**src/rtl/cma_pkg.sv**
```systemverilog
// ----------------------------------------------------------------------------
// cma_pkg
// Types and constants for the centered moving average unit.
// ----------------------------------------------------------------------------
package cma_pkg;

  localparam int unsigned CFG_BITS = 6;
  localparam logic [CFG_BITS-1:0] CFG_WIDTH_RESET = 6'd5;

  typedef enum logic [2:0] {
    ST_IDLE,
    ST_CHECK,
    ST_ACCUM,
    ST_DIV,
    ST_OUT
  } state_t;

endpackage

```
**src/rtl/centered_moving_average_edges_unit.sv**
```systemverilog
// ----------------------------------------------------------------------------
// centered_moving_average_edges_unit
// Centered moving average over a record of signed samples, odd window,
// radius shrinking symmetrically at both record ends, rounded to nearest.
// ----------------------------------------------------------------------------
//
//  channel | direction | handshake           | payload
//  --------+-----------+---------------------+-----------------------------
//  in      | input     | in_valid / in_stall | in_sample, in_last
//  out     | output    | out_valid/out_stall | out_smoothed, out_last_out
//  cfg     | input     | cfg_wr_en           | cfg_wr_data (window width)
//
//  Each result beat: a setup state, (2r+1) ring reads with one add per cycle,
//  draining the last read and starting the divide, a restoring divide of one
//  quotient bit per cycle (SAMPLE_BITS+clog2(RING_DEPTH)+2 steps), forming the
//  mean, and the output state.
//  in_stall is high from the accepted beat until the sequencer returns to idle.
//  A stalled out beat holds the sequencer in the output state.
//  Reset (rst_n low, synchronous) clears write pointer, counters and width
//  register to 5; ring contents are not cleared and are only read once written.
// ----------------------------------------------------------------------------
module centered_moving_average_edges_unit #(
  parameter int unsigned RING_DEPTH  = 64,
  parameter int unsigned SAMPLE_BITS = 16
) (
  input  logic                                  clk,
  input  logic                                  rst_n,
  // configuration
  input  logic                                  cfg_wr_en,
  input  logic [cma_pkg::CFG_BITS-1:0]          cfg_wr_data,
  // input beats
  input  logic                                  in_valid,
  output logic                                  in_stall,
  input  logic signed [SAMPLE_BITS-1:0]         in_sample,
  input  logic                                  in_last,
  // result beats
  output logic                                  out_valid,
  input  logic                                  out_stall,
  output logic signed [SAMPLE_BITS-1:0]         out_smoothed,
  output logic                                  out_last_out
);

  // Largest half width the ring can hold around a center.
  localparam int unsigned HW_CAP = (RING_DEPTH - 1) / 2;
  localparam int unsigned PW     = $clog2(RING_DEPTH);       // ring index
  localparam int unsigned HWW    = $clog2(HW_CAP + 1);       // radius / emitted
  localparam int unsigned BLW    = $clog2(HW_CAP + 2);       // backlog
  localparam int unsigned CW     = HWW + 1;                  // window count 2r+1
  localparam int unsigned DW     = HWW + 2;                  // divisor 2*count
  localparam int unsigned SW     = SAMPLE_BITS + PW;         // running sum
  localparam int unsigned NW     = SW + 2;                   // numerator
  localparam int unsigned DCW    = $clog2(NW + 1);           // divide step count

  // Sample ring; only entries written in this record are ever read.
  logic [SAMPLE_BITS-1:0] ring [RING_DEPTH];
  logic [SAMPLE_BITS-1:0] rd_data_r;

  cma_pkg::state_t state_r, state_nxt;

  logic [cma_pkg::CFG_BITS-1:0] width_r;
  logic [PW-1:0]        wr_ptr_r, wr_ptr_nxt;
  logic [BLW-1:0]       backlog_r, backlog_nxt;
  logic [HWW-1:0]       emit_cnt_r, emit_cnt_nxt;
  logic                 rec_last_r, rec_last_nxt;   // current beat closes the record
  logic                 final_r, final_nxt;         // result being built is the last one

  logic [PW-1:0]        rd_addr_r, rd_addr_nxt;
  logic [CW-1:0]        count_r, count_nxt;
  logic [CW-1:0]        issue_cnt_r, issue_cnt_nxt;
  logic                 rd_vld_r, rd_vld_nxt;
  logic signed [SW-1:0] sum_r, sum_nxt;

  logic [DW-1:0]        den_r, den_nxt;
  logic [NW-1:0]        mag_r, mag_nxt;
  logic [NW-1:0]        quo_r, quo_nxt;
  logic [DW-1:0]        rem_r, rem_nxt;
  logic                 neg_r, neg_nxt;
  logic [DCW-1:0]       div_cnt_r, div_cnt_nxt;

  logic [SAMPLE_BITS-1:0] out_smoothed_r, out_smoothed_nxt;
  logic                   out_last_r, out_last_nxt;

  // Combinational helpers
  logic                 in_fire;
  logic                 rd_issue;
  logic [HWW-1:0]       hw;
  logic [BLW-1:0]       rad;
  logic [PW:0]          off;
  logic [PW:0]          start_raw;
  logic [PW-1:0]        start_idx;
  logic signed [NW-1:0] num;
  logic [DW:0]          trial;
  logic [NW-1:0]        qmag;
  logic [NW-1:0]        qval;

  assign in_fire      = in_valid && !in_stall;
  assign in_stall     = (state_r != cma_pkg::ST_IDLE);
  assign out_valid    = (state_r == cma_pkg::ST_OUT);
  assign out_smoothed = out_smoothed_r;
  assign out_last_out = out_last_r;

  // Half width: even widths round up to odd, so width>>1 either way; capped.
  always_comb begin
    if (32'(width_r[cma_pkg::CFG_BITS-1:1]) > HW_CAP) begin
      hw = HWW'(HW_CAP);
    end else begin
      hw = HWW'(width_r[cma_pkg::CFG_BITS-1:1]);
    end
  end

  // Radius: min(position, half width), and on flush also min(samples after).
  always_comb begin
    rad = (emit_cnt_r < hw) ? BLW'(emit_cnt_r) : BLW'(hw);
    if (rec_last_r && (backlog_r - BLW'(1)) < rad) begin
      rad = backlog_r - BLW'(1);
    end
  end

  // Window start = write pointer - backlog - radius, modulo ring depth.
  assign off       = (PW+1)'(backlog_r) + (PW+1)'(rad);
  assign start_raw = {1'b0, wr_ptr_r} + (PW+1)'(RING_DEPTH) - off;
  assign start_idx = (start_raw >= (PW+1)'(RING_DEPTH)) ?
                     PW'(start_raw - (PW+1)'(RING_DEPTH)) : PW'(start_raw);

  assign rd_issue = (state_r == cma_pkg::ST_ACCUM) && (issue_cnt_r < count_r);

  // Rounded mean = floor((2*sum + count) / (2*count)).
  assign num   = (sum_r <<< 1) + $signed({1'b0, (NW-1)'(count_r)});
  assign trial = {rem_r, mag_r[NW-1]};
  assign qmag  = quo_r + NW'(neg_r && (rem_r != '0));
  assign qval  = neg_r ? (~qmag + NW'(1)) : qmag;

  always_comb begin
    state_nxt        = state_r;
    wr_ptr_nxt       = wr_ptr_r;
    backlog_nxt      = backlog_r;
    emit_cnt_nxt     = emit_cnt_r;
    rec_last_nxt     = rec_last_r;
    final_nxt        = final_r;
    rd_addr_nxt      = rd_addr_r;
    count_nxt        = count_r;
    issue_cnt_nxt    = issue_cnt_r;
    rd_vld_nxt       = rd_issue;
    sum_nxt          = sum_r;
    den_nxt          = den_r;
    mag_nxt          = mag_r;
    quo_nxt          = quo_r;
    rem_nxt          = rem_r;
    neg_nxt          = neg_r;
    div_cnt_nxt      = div_cnt_r;
    out_smoothed_nxt = out_smoothed_r;
    out_last_nxt     = out_last_r;

    case (state_r)
      cma_pkg::ST_IDLE: begin
        if (in_fire) begin
          wr_ptr_nxt   = (wr_ptr_r == PW'(RING_DEPTH - 1)) ? '0 : wr_ptr_r + PW'(1);
          backlog_nxt  = backlog_r + BLW'(1);
          rec_last_nxt = in_last;
          state_nxt    = cma_pkg::ST_CHECK;
        end
      end

      cma_pkg::ST_CHECK: begin
        // Decide whether another result is due and set up its window.
        if ((rec_last_r && backlog_r != '0) ||
            (!rec_last_r && backlog_r > BLW'(hw))) begin
          rd_addr_nxt   = start_idx;
          count_nxt     = CW'({rad, 1'b1});
          den_nxt       = DW'({rad, 2'b10});
          issue_cnt_nxt = '0;
          sum_nxt       = '0;
          final_nxt     = rec_last_r && (backlog_r == BLW'(1));
          state_nxt     = cma_pkg::ST_ACCUM;
        end else begin
          if (rec_last_r) begin
            emit_cnt_nxt = '0;
            rec_last_nxt = 1'b0;
          end
          state_nxt = cma_pkg::ST_IDLE;
        end
      end

      cma_pkg::ST_ACCUM: begin
        // One ring read issued and one add per cycle; read data comes back the next cycle.
        if (rd_issue) begin
          issue_cnt_nxt = issue_cnt_r + CW'(1);
          rd_addr_nxt   = (rd_addr_r == PW'(RING_DEPTH - 1)) ? '0 : rd_addr_r + PW'(1);
        end
        if (rd_vld_r) begin
          sum_nxt = sum_r + SW'($signed(rd_data_r));
        end
        if (!rd_issue && !rd_vld_r) begin
          neg_nxt     = num[NW-1];
          mag_nxt     = num[NW-1] ? NW'(-num) : NW'(num);
          quo_nxt     = '0;
          rem_nxt     = '0;
          div_cnt_nxt = DCW'(NW);
          state_nxt   = cma_pkg::ST_DIV;
        end
      end

      cma_pkg::ST_DIV: begin
        // Restoring divide, one quotient bit per cycle.
        if (div_cnt_r != '0) begin
          mag_nxt     = mag_r << 1;
          div_cnt_nxt = div_cnt_r - DCW'(1);
          if (trial >= (DW+1)'(den_r)) begin
            rem_nxt = DW'(trial - (DW+1)'(den_r));
            quo_nxt = {quo_r[NW-2:0], 1'b1};
          end else begin
            rem_nxt = DW'(trial);
            quo_nxt = {quo_r[NW-2:0], 1'b0};
          end
        end else begin
          out_smoothed_nxt = qval[SAMPLE_BITS-1:0];
          out_last_nxt     = final_r;
          state_nxt        = cma_pkg::ST_OUT;
        end
      end

      cma_pkg::ST_OUT: begin
        if (!out_stall) begin
          backlog_nxt = backlog_r - BLW'(1);
          if (emit_cnt_r != HWW'(HW_CAP)) begin
            emit_cnt_nxt = emit_cnt_r + HWW'(1);
          end
          state_nxt = cma_pkg::ST_CHECK;
        end
      end

      default: begin
        state_nxt = cma_pkg::ST_IDLE;
      end
    endcase
  end

  // Ring write on accept, registered read during accumulation.
  always_ff @(posedge clk) begin
    if (in_fire) begin
      ring[wr_ptr_r] <= in_sample;
    end
    if (rd_issue) begin
      rd_data_r <= ring[rd_addr_r];
    end
  end

  always_ff @(posedge clk) begin
    if (!rst_n) begin
      state_r     <= cma_pkg::ST_IDLE;
      width_r     <= cma_pkg::CFG_WIDTH_RESET;
      wr_ptr_r    <= '0;
      backlog_r   <= '0;
      emit_cnt_r  <= '0;
      rec_last_r  <= 1'b0;
      rd_vld_r    <= 1'b0;
      issue_cnt_r <= '0;
      div_cnt_r   <= '0;
    end else begin
      state_r     <= state_nxt;
      if (cfg_wr_en) begin
        width_r <= cfg_wr_data;
      end
      wr_ptr_r    <= wr_ptr_nxt;
      backlog_r   <= backlog_nxt;
      emit_cnt_r  <= emit_cnt_nxt;
      rec_last_r  <= rec_last_nxt;
      rd_vld_r    <= rd_vld_nxt;
      issue_cnt_r <= issue_cnt_nxt;
      div_cnt_r   <= div_cnt_nxt;
    end
  end

  // Datapath registers, no reset needed.
  always_ff @(posedge clk) begin
    final_r        <= final_nxt;
    rd_addr_r      <= rd_addr_nxt;
    count_r        <= count_nxt;
    sum_r          <= sum_nxt;
    den_r          <= den_nxt;
    mag_r          <= mag_nxt;
    quo_r          <= quo_nxt;
    rem_r          <= rem_nxt;
    neg_r          <= neg_nxt;
    out_smoothed_r <= out_smoothed_nxt;
    out_last_r     <= out_last_nxt;
  end

endmodule

```
**config.mk**
```make
export PLATFORM = sky130hd
export DESIGN_NAME = centered_moving_average_edges_unit
export DESIGN_NICKNAME = d
export VERILOG_FILES = /design/src/rtl/cma_pkg.sv /design/src/rtl/centered_moving_average_edges_unit.sv
export SDC_FILE = /design/constraint.sdc
export NUM_CORES = 1
export LEC_CHECK = 0
export BUFFER_PORTS_ARGS = -buffer_cell sky130_fd_sc_hd__buf_2
export CAP_MARGIN = 20
export CORE_MARGIN = 1
export CORE_UTILIZATION = 57
export CTS_CLUSTER_SIZE = 8
export DETAILED_ROUTE_END_ITERATION = 8
export PLACE_DENSITY = 0.74
export SETUP_SLACK_MARGIN = 0.5
export SKIP_LAST_GASP = 1
export SYNTH_ARGS = -nofsm -noshare
export SYNTH_HDL_FRONTEND = slang
export SYNTH_SLANG_ARGS = --single-unit
export TNS_END_PERCENT = 1
```
**constraint.sdc**
```tcl
create_clock -name clk -period 4.8 [get_ports clk]
set_input_delay 0.96 -clock clk [delete_from_list [all_inputs] [get_ports clk]]
set_output_delay 0.96 -clock clk [all_outputs]
set_load 0.03 [all_outputs]
```
---- Yosys cells after proc, flatten, opt, wreduce, memory -nomap -nowiden ----
Memory sizes are Yosys's and may differ from the RTL's. A register that Yosys moved wholly into a read port is not among the register bits.
Cells that the tools add are included.
storage, ports and cells
  bits in registers ....................... 138
  bits in writable memories ............... 1024
  word-level logic and storage cells ...... 147
  memories kept ........................... 1
memories
  name  depth  bits a word  rd ports  clocked after memory_dff  write ports  RTL line                                  RTL
  ring  64     16           1         1                         1            centered_moving_average_edges_unit.sv:55  logic [SAMPLE_BITS-1:0] ring [RING_DEPTH];
operators by class
  $add $sub $neg .......................... 17
  order comparisons ....................... 6
  eq/ne operators ......................... 19
  mux-type cells .......................... 49
  bitwise logic cells ..................... 2
  reductions and logical operators ........ 34
operator list
  operator                                       count
  2-to-1 mux 24 bit                              3
  2-to-1 mux 6 bit                               10
  2-to-1 mux 16 bit                              3
  one-hot mux 24 bit (2 select lines)            1
  2-to-1 mux 22 bit                              2
  one-hot mux 22 bit (2 select lines)            1
  one-hot mux 6 bit (2 select lines)             3
  2-to-1 mux 5 bit                               7
  one-hot mux 16 bit (2 select lines)            1
  adder 23 x 7 -> 24 bit                         1
  adder 6 x 1 -> 6 bit, second input constant    4
  negation 24 bit                                1
  adder 22 x 16 -> 22 bit                        1
  2-to-1 mux 7 bit                               3
  one-hot mux 5 bit (2 select lines)             2
  != test 2 bit, second input constant           9
  adder 16 x 1 -> 16 bit                         1
  adder 16 x 1 -> 16 bit, second input constant  1
  NOT 16 bit                                     1
  one-hot mux 3 bit (5 select lines)             1
  AND reduction 3 bit                            5
  one-hot mux 7 bit (2 select lines)             1
  subtractor 7 bit                               2
  == test 6 bit, second input constant           2
  34 further kinds                               61

---- Longest topological paths before layout ----
  word-level depth ........................ 11
  mapped depth ............................ 22

---- Least setup slack after synthesis ----
No wires, ideal clock.
  kind .................................... register to register
  start ................................... register width_r[2] in the netlist's numbering
  end ..................................... register rd_addr_r[5], data pin
  library setup time ...................... 0.270 ns
  arrival time ............................ 4.434 ns
  required time ........................... 4.530 ns
  path slack .............................. 0.097 ns
  stages on the path, launching flop included .. 20
  period minus slack after synthesis ...... 4.703 ns
  path through ............................ dfxtp_1 inv_1 ha_1 a21o_1 a21oi_1 o21ai_1 mux2i_1 ha_1 a2111oi_0 nand3_1 o21ai_2 mux2_2 fa_1 ha_1 o21ai_0 nand2b_1 a21o_1 a21oi_1 xnor2_1 o22ai_1
between the ends
  longest elaborated chain between the ends .. 11
ends and longest elaborated chain
  item                                                                            RTL line                                                                              RTL
  start, declared                                                                 centered_moving_average_edges_unit.sv:60                                              logic [cma_pkg::CFG_BITS-1:0] width_r;
  start signal, assigned                                                          centered_moving_average_edges_unit.sv:251                                             width_r <= cma_pkg::CFG_WIDTH_RESET;
  start signal, assigned                                                          centered_moving_average_edges_unit.sv:262                                             width_r <= cfg_wr_data;
  less-than comparator 5 bit                                                      centered_moving_average_edges_unit.sv:113                                             rad = (emit_cnt_r < hw) ? BLW'(emit_cnt_r) : BLW'(hw);
  2-to-1 mux 5 bit *                                                              centered_moving_average_edges_unit.sv:113
  less-than comparator 6 x 5 -> 1 bit                                             centered_moving_average_edges_unit.sv:114                                             if (rec_last_r && (backlog_r - BLW'(1)) < rad) begin
  logical AND 1 bit                                                               centered_moving_average_edges_unit.sv:114
  2-to-1 mux 6 bit *                                                              centered_moving_average_edges_unit.sv:114
  adder 6 x 6 -> 7 bit *                                                          centered_moving_average_edges_unit.sv:120                                             assign off = (PW+1)'(backlog_r) + (PW+1)'(rad);
  subtractor 7 bit *                                                              centered_moving_average_edges_unit.sv:121                                             assign start_raw = {1'b0, wr_ptr_r} + (PW+1)'(RING_DEPTH) - off;
  subtractor 6 x 1 -> 6 bit or greater-or-equal comparator 7 bit (tied branches)  centered_moving_average_edges_unit.sv:123, centered_moving_average_edges_unit.sv:122
  2-to-1 mux 6 bit *                                                              centered_moving_average_edges_unit.sv:122                                             assign start_idx = (start_raw >= (PW+1)'(RING_DEPTH)) ?
  2-to-1 mux 6 bit *                                                              centered_moving_average_edges_unit.sv:166                                             if ((rec_last_r && backlog_r != '0) ||
  one-hot mux 6 bit (2 select lines) *                                            centered_moving_average_edges_unit.sv:154                                             case (state_r)
  net rd_addr_nxt[5]                                                              centered_moving_average_edges_unit.sv:67                                              logic [PW-1:0] rd_addr_r, rd_addr_nxt;
  end signal, assigned                                                            centered_moving_average_edges_unit.sv:277                                             rd_addr_r <= rd_addr_nxt;
  end, declared                                                                   centered_moving_average_edges_unit.sv:67
The timed path passes the listed nets; every way through them passes the cells marked *. The select of a mux whose other input is x is not followed.
A chain may end at the register's enable or synchronous reset.

---- Worst setup path after layout ----
  start ................................... register emit_cnt_r[1]
  end ..................................... register rd_addr_r[5], data pin
between the ends
  longest elaborated chain between the ends .. 11
ends and longest elaborated chain
  item                                                                            RTL line                                                                              RTL
  start, declared                                                                 centered_moving_average_edges_unit.sv:63                                              logic [HWW-1:0] emit_cnt_r, emit_cnt_nxt;
  start signal, assigned                                                          centered_moving_average_edges_unit.sv:266                                             emit_cnt_r <= emit_cnt_nxt;
  less-than comparator 5 bit                                                      centered_moving_average_edges_unit.sv:113
  2-to-1 mux 5 bit *                                                              centered_moving_average_edges_unit.sv:113
  less-than comparator 6 x 5 -> 1 bit                                             centered_moving_average_edges_unit.sv:114
  logical AND 1 bit                                                               centered_moving_average_edges_unit.sv:114
  2-to-1 mux 6 bit *                                                              centered_moving_average_edges_unit.sv:114
  adder 6 x 6 -> 7 bit *                                                          centered_moving_average_edges_unit.sv:120
  subtractor 7 bit *                                                              centered_moving_average_edges_unit.sv:121
  subtractor 6 x 1 -> 6 bit or greater-or-equal comparator 7 bit (tied branches)  centered_moving_average_edges_unit.sv:123, centered_moving_average_edges_unit.sv:122
  2-to-1 mux 6 bit *                                                              centered_moving_average_edges_unit.sv:122
  2-to-1 mux 6 bit *                                                              centered_moving_average_edges_unit.sv:166
  one-hot mux 6 bit (2 select lines) *                                            centered_moving_average_edges_unit.sv:154
  net rd_addr_nxt[5]                                                              centered_moving_average_edges_unit.sv:67
Marked as above.

==> qor.csv <==
stage,metric,value,unit
status,status,"finished, final reports clean",
power_and_ir_drop,p_int,0.0182,W
clock_network,cts_tree,built,
logic_synthesis,synth_top_area_cell,edfxtp_1,
logic_synthesis,ys_ff_latch,1177,
logic_synthesis,synthArstFlopShare,0,
floorplanning,fp-row-count,107,
clock_network,cts.sink_count,1177,
setup_path,cp_slowest_cell,fa_1,
timing,setup_viol,0,
grt,grt_pass1_wl,171,mm
setup_path,crit_chain,ha_4 > a21o_1 > a21oi_4 > o21ai_4 > buf_4 > mux2i_2 > ha_2 > a2111oi_4 > nand3_2 > o21ai_4 > mux2_4 > fa_1 > ha_4 > o21ai_2 > nand2b_1 > a21o_1 > a21oi_2 > xnor2_1 > o22ai_1,
min_path,hp-class,flop to flop,
route,detail_route.wl_per_cell,28.7,microns
floorplanning,dieWidth,295,microns
finish,layout.cell_area.non_filler,55900,sq um
timing,fin_crit,4.44,ns
route,wl,116,mm
logic_synthesis,syn_area,49000,sq um
logic_synthesis,yosys_warnings,0,
logic_synthesis,yosysSeqAreaShare,0.714,
placed_design,place_hpwl,66.3,mm
finish,layout-drive-gt1-share,0.239,
setup_path,cp_max_fo,5,
floorplanning,core,85100,sq um
clock_network,clk_path_buf_depth,3,
timing,rsz0062_at_grt,true,
timing,worstMarginPinSlew,1.13,ns
setup_path,worstPathRequired,5.29,ns
timing,fmax,0.225,GHz
logic_synthesis,synth.top_cell.area_share,0.698,
timing,maxSlewViolCount,0,
route,vias,26300,
placed_design,io_buffers,45,
floorplanning,die_h,295,microns
logic_synthesis,yosysMostFrequentCell,edfxtp_1,
route,postRouteAntennaNets,0,
logic_synthesis,syn_nets,2766,
clock_network,cts-root-buf,clkbuf_16,
clock_network,h-tree-depth,4,
setup_path,startpoint_type,flop,
finish,nNetsFinal,2974,
power_and_ir_drop,pwr-share-clk,0.444,
route,drc,0,
finish,diodes,0,
timing,slew_headroom,0.244,
logic_synthesis,syn_inst,2661,
setup_path,critPathBufInv,1,
power_and_ir_drop,p_sw,0.00516,W
floorplanning,start_util,0.575,
power_and_ir_drop,leakagePower,18.4,nW
clock_network,cts_hold_buffers,0,
grt,grt_max_degree,95,
logic_synthesis,ys.flop_type,edfxtp_1,
logic_synthesis,synth.area.top_cells,"edfxtp_1 (70%), mux4_2 (13%), ha_1 (1.8%), mux2i_1 (1.7%), dfxtp_1 (1.6%)",
logic_synthesis,synth_edf_count,1139,
placed_design,place_area,51100,sq um
timing,tns,0,ns
route,drtIter0Drc,2786,
setup_path,crit_arrival,4.93,ns
timing,finalHoldViolations,0,
placed_design,dp_slack,0.151,ns
logic_synthesis,ys_top_cells_by_count,"edfxtp_1 (1139), mux4_2 (288), nor2_1 (171)",
grt,grt_overflow,0,
power_and_ir_drop,peakVddDrop,0.000370,V
setup_path,max_stage_delay,0.56,ns
grt,grt_usage,0.273,
floorplanning,pin_count,47,
timing,fin_ws,0.356,ns
logic_synthesis,yosysUniqueCellTypes,72,
timing,min_period_over_period,0.926,
setup_path,cp_top_family,compound AO/OA/AOI/OAI gates,
route,vias_per_cell,6.50,
setup_path,crit_path_end_kind,flop,
power_and_ir_drop,p_comb_frac,0.067,
finish,layout.cells.non_filler,4041,
placed_design,place_inst,3825,
power_and_ir_drop,seq_power_share,0.489,
logic_synthesis,synth_area_per_cell,18.4,sq um
power_and_ir_drop,power_density,417,nW/um^2
clock_network,cts_buffers,166,
finish,area_growth,14.2,%
route,dr.pass1.iters,6,
flow_run,maxCapViolations,0,
power_and_ir_drop,swShare,0.221,
floorplanning,die-area,87100,sq um
timing,worst_clock_skew,0.0373,ns
setup_path,crit_type,flop to flop,
clock_network,path_clk_slew,0.06,ns
placed_design,routabilityCongestion,0.839,
grt,grt_pass1_vias,26300,
finish,fin_util,0.657,
grt,antenna_found_initial,5,
clock_network,clock_latency,0.76,ns
[final cells by class]
cell class | count | area, sq um
well taps | 1144 | 1430
flip-flops and latches | 1177 | 35000
multi-input cells | 1309 | 13500
clock buffers | 178 | 4200
fillers | 5468 | 29200
inverters | 42 | 158
clock inverters | 18 | 320
repair buffers | 173 | 1360
[layer usage]
| metal | global-route usage | vias up | routed length (microns) |
|---|---|---|---|
| met3 | 0.0565 | 252 | 10500 |
| met4 | 0.102 | 8 | 4070 |
| li1 | - | 11000 | - |
| met1 | 0.379 | 13400 | 45700 |
| met5 | 0 | - | 55 |
| met2 | 0.431 | 1535 | 55900 |
[worst paths after layout]
kind                                     from            to  slack [ns]  depth (start not counted)
worst min-delay path                  final_r  out_last_out        0.43                          0
worst max register to register  emit_cnt_r[1]  rd_addr_r[5]        0.36                         19
worst max-delay path            emit_cnt_r[1]  rd_addr_r[5]        0.36                         19
worst min register to register        final_r  out_last_out        0.43                          0
[cell families (layout without fill, tap and decap cells)]
kind of cell               count (synthesis)  in the layout  synth area share
adders and majority gates                 77             77            0.0209
and+or+nand+nor                          484            484            0.0463
DFF                                     1177           1177             0.714
AOI/OAI and AO/OA                        261            261            0.0342
xor gates and xnor gates                 112            112            0.0200
muxes                                    375            375             0.150
buffers and inverters                    175            411            0.0143
[power groups by stage]
stage | combinational [W] | clock, W | sequential [W]
2_1_floorplan | 0.000940 | 0 | 0.0116
3_3_place_gp | 0.00145 | 0 | 0.0116
3_5_place_dp | 0.00149 | 0 | 0.0116
4_1_cts | 0.00154 | 0.0105 | 0.0114
5_1_grt | 0.00164 | 0.0109 | 0.0114
6_report | 0.00156 | 0.0104 | 0.0114
[sequential cells by signal (all words and copies together), names as in the netlist, 6 cells and up]
name and count:
ring 1024, mag_r 24, sum_r 22, out_smoothed 16, quo_r 16, rd_data_r 16
rem_r 7, backlog_r 6, issue_cnt_r 6, rd_addr_r 6, wr_ptr_r 6
[through the flow]
| stage | total power (W) | hold slack [ns] |
|---|---|---|
| after global placement | 0.0130 | 0.410 |
| after CTS | 0.0234 | 0.431 |
| after detailed placement | 0.0131 | 0.418 |
| after global routing | 0.0239 | 0.447 |
| after floorplan | 0.0125 | 0.400 |
| final | 0.0233 | 0.427 |
[cells in the final DEF, fill, tap and decap left out, types with 6 or more instances in the layout]
cell,n
nand2_1,129
a21boi_0,10
buf_12,13
xor2_1,32
a21oi_1,51
nand2b_1,14
a31oi_1,9
edfxtp_1,1139
mux4_2,288
nand3b_1,8
o22ai_1,22
nor3_1,25
nor3b_1,6
o21ai_1,9
inv_1,39
and3_1,31
buf_2,45
o211ai_1,8
o21a_1,14
nor2_1,171
clkbuf_16,166
buf_4,113
fa_1,8
o21ai_0,58
nand3_1,31
a21o_1,18
nor2b_1,15
nand4_1,11
mux2i_1,79
and2_1,13
dfxtp_2,6
ha_1,63
o31ai_1,6
xnor2_1,80
clkbuf_1,12
dfxtp_1,31
clkinv_16,6
nor4_1,9
o221ai_1,17
[timing repair]
item                                    4_1_cts  5_1_grt
hold endpoints to repair                      0        0
buffers inserted                             14        2
pin swaps                                    15        5
endpoints found under the setup margin        3        4
gates resized for setup                      20       10
No activity file was read; power rests on OpenSTA's default activity.
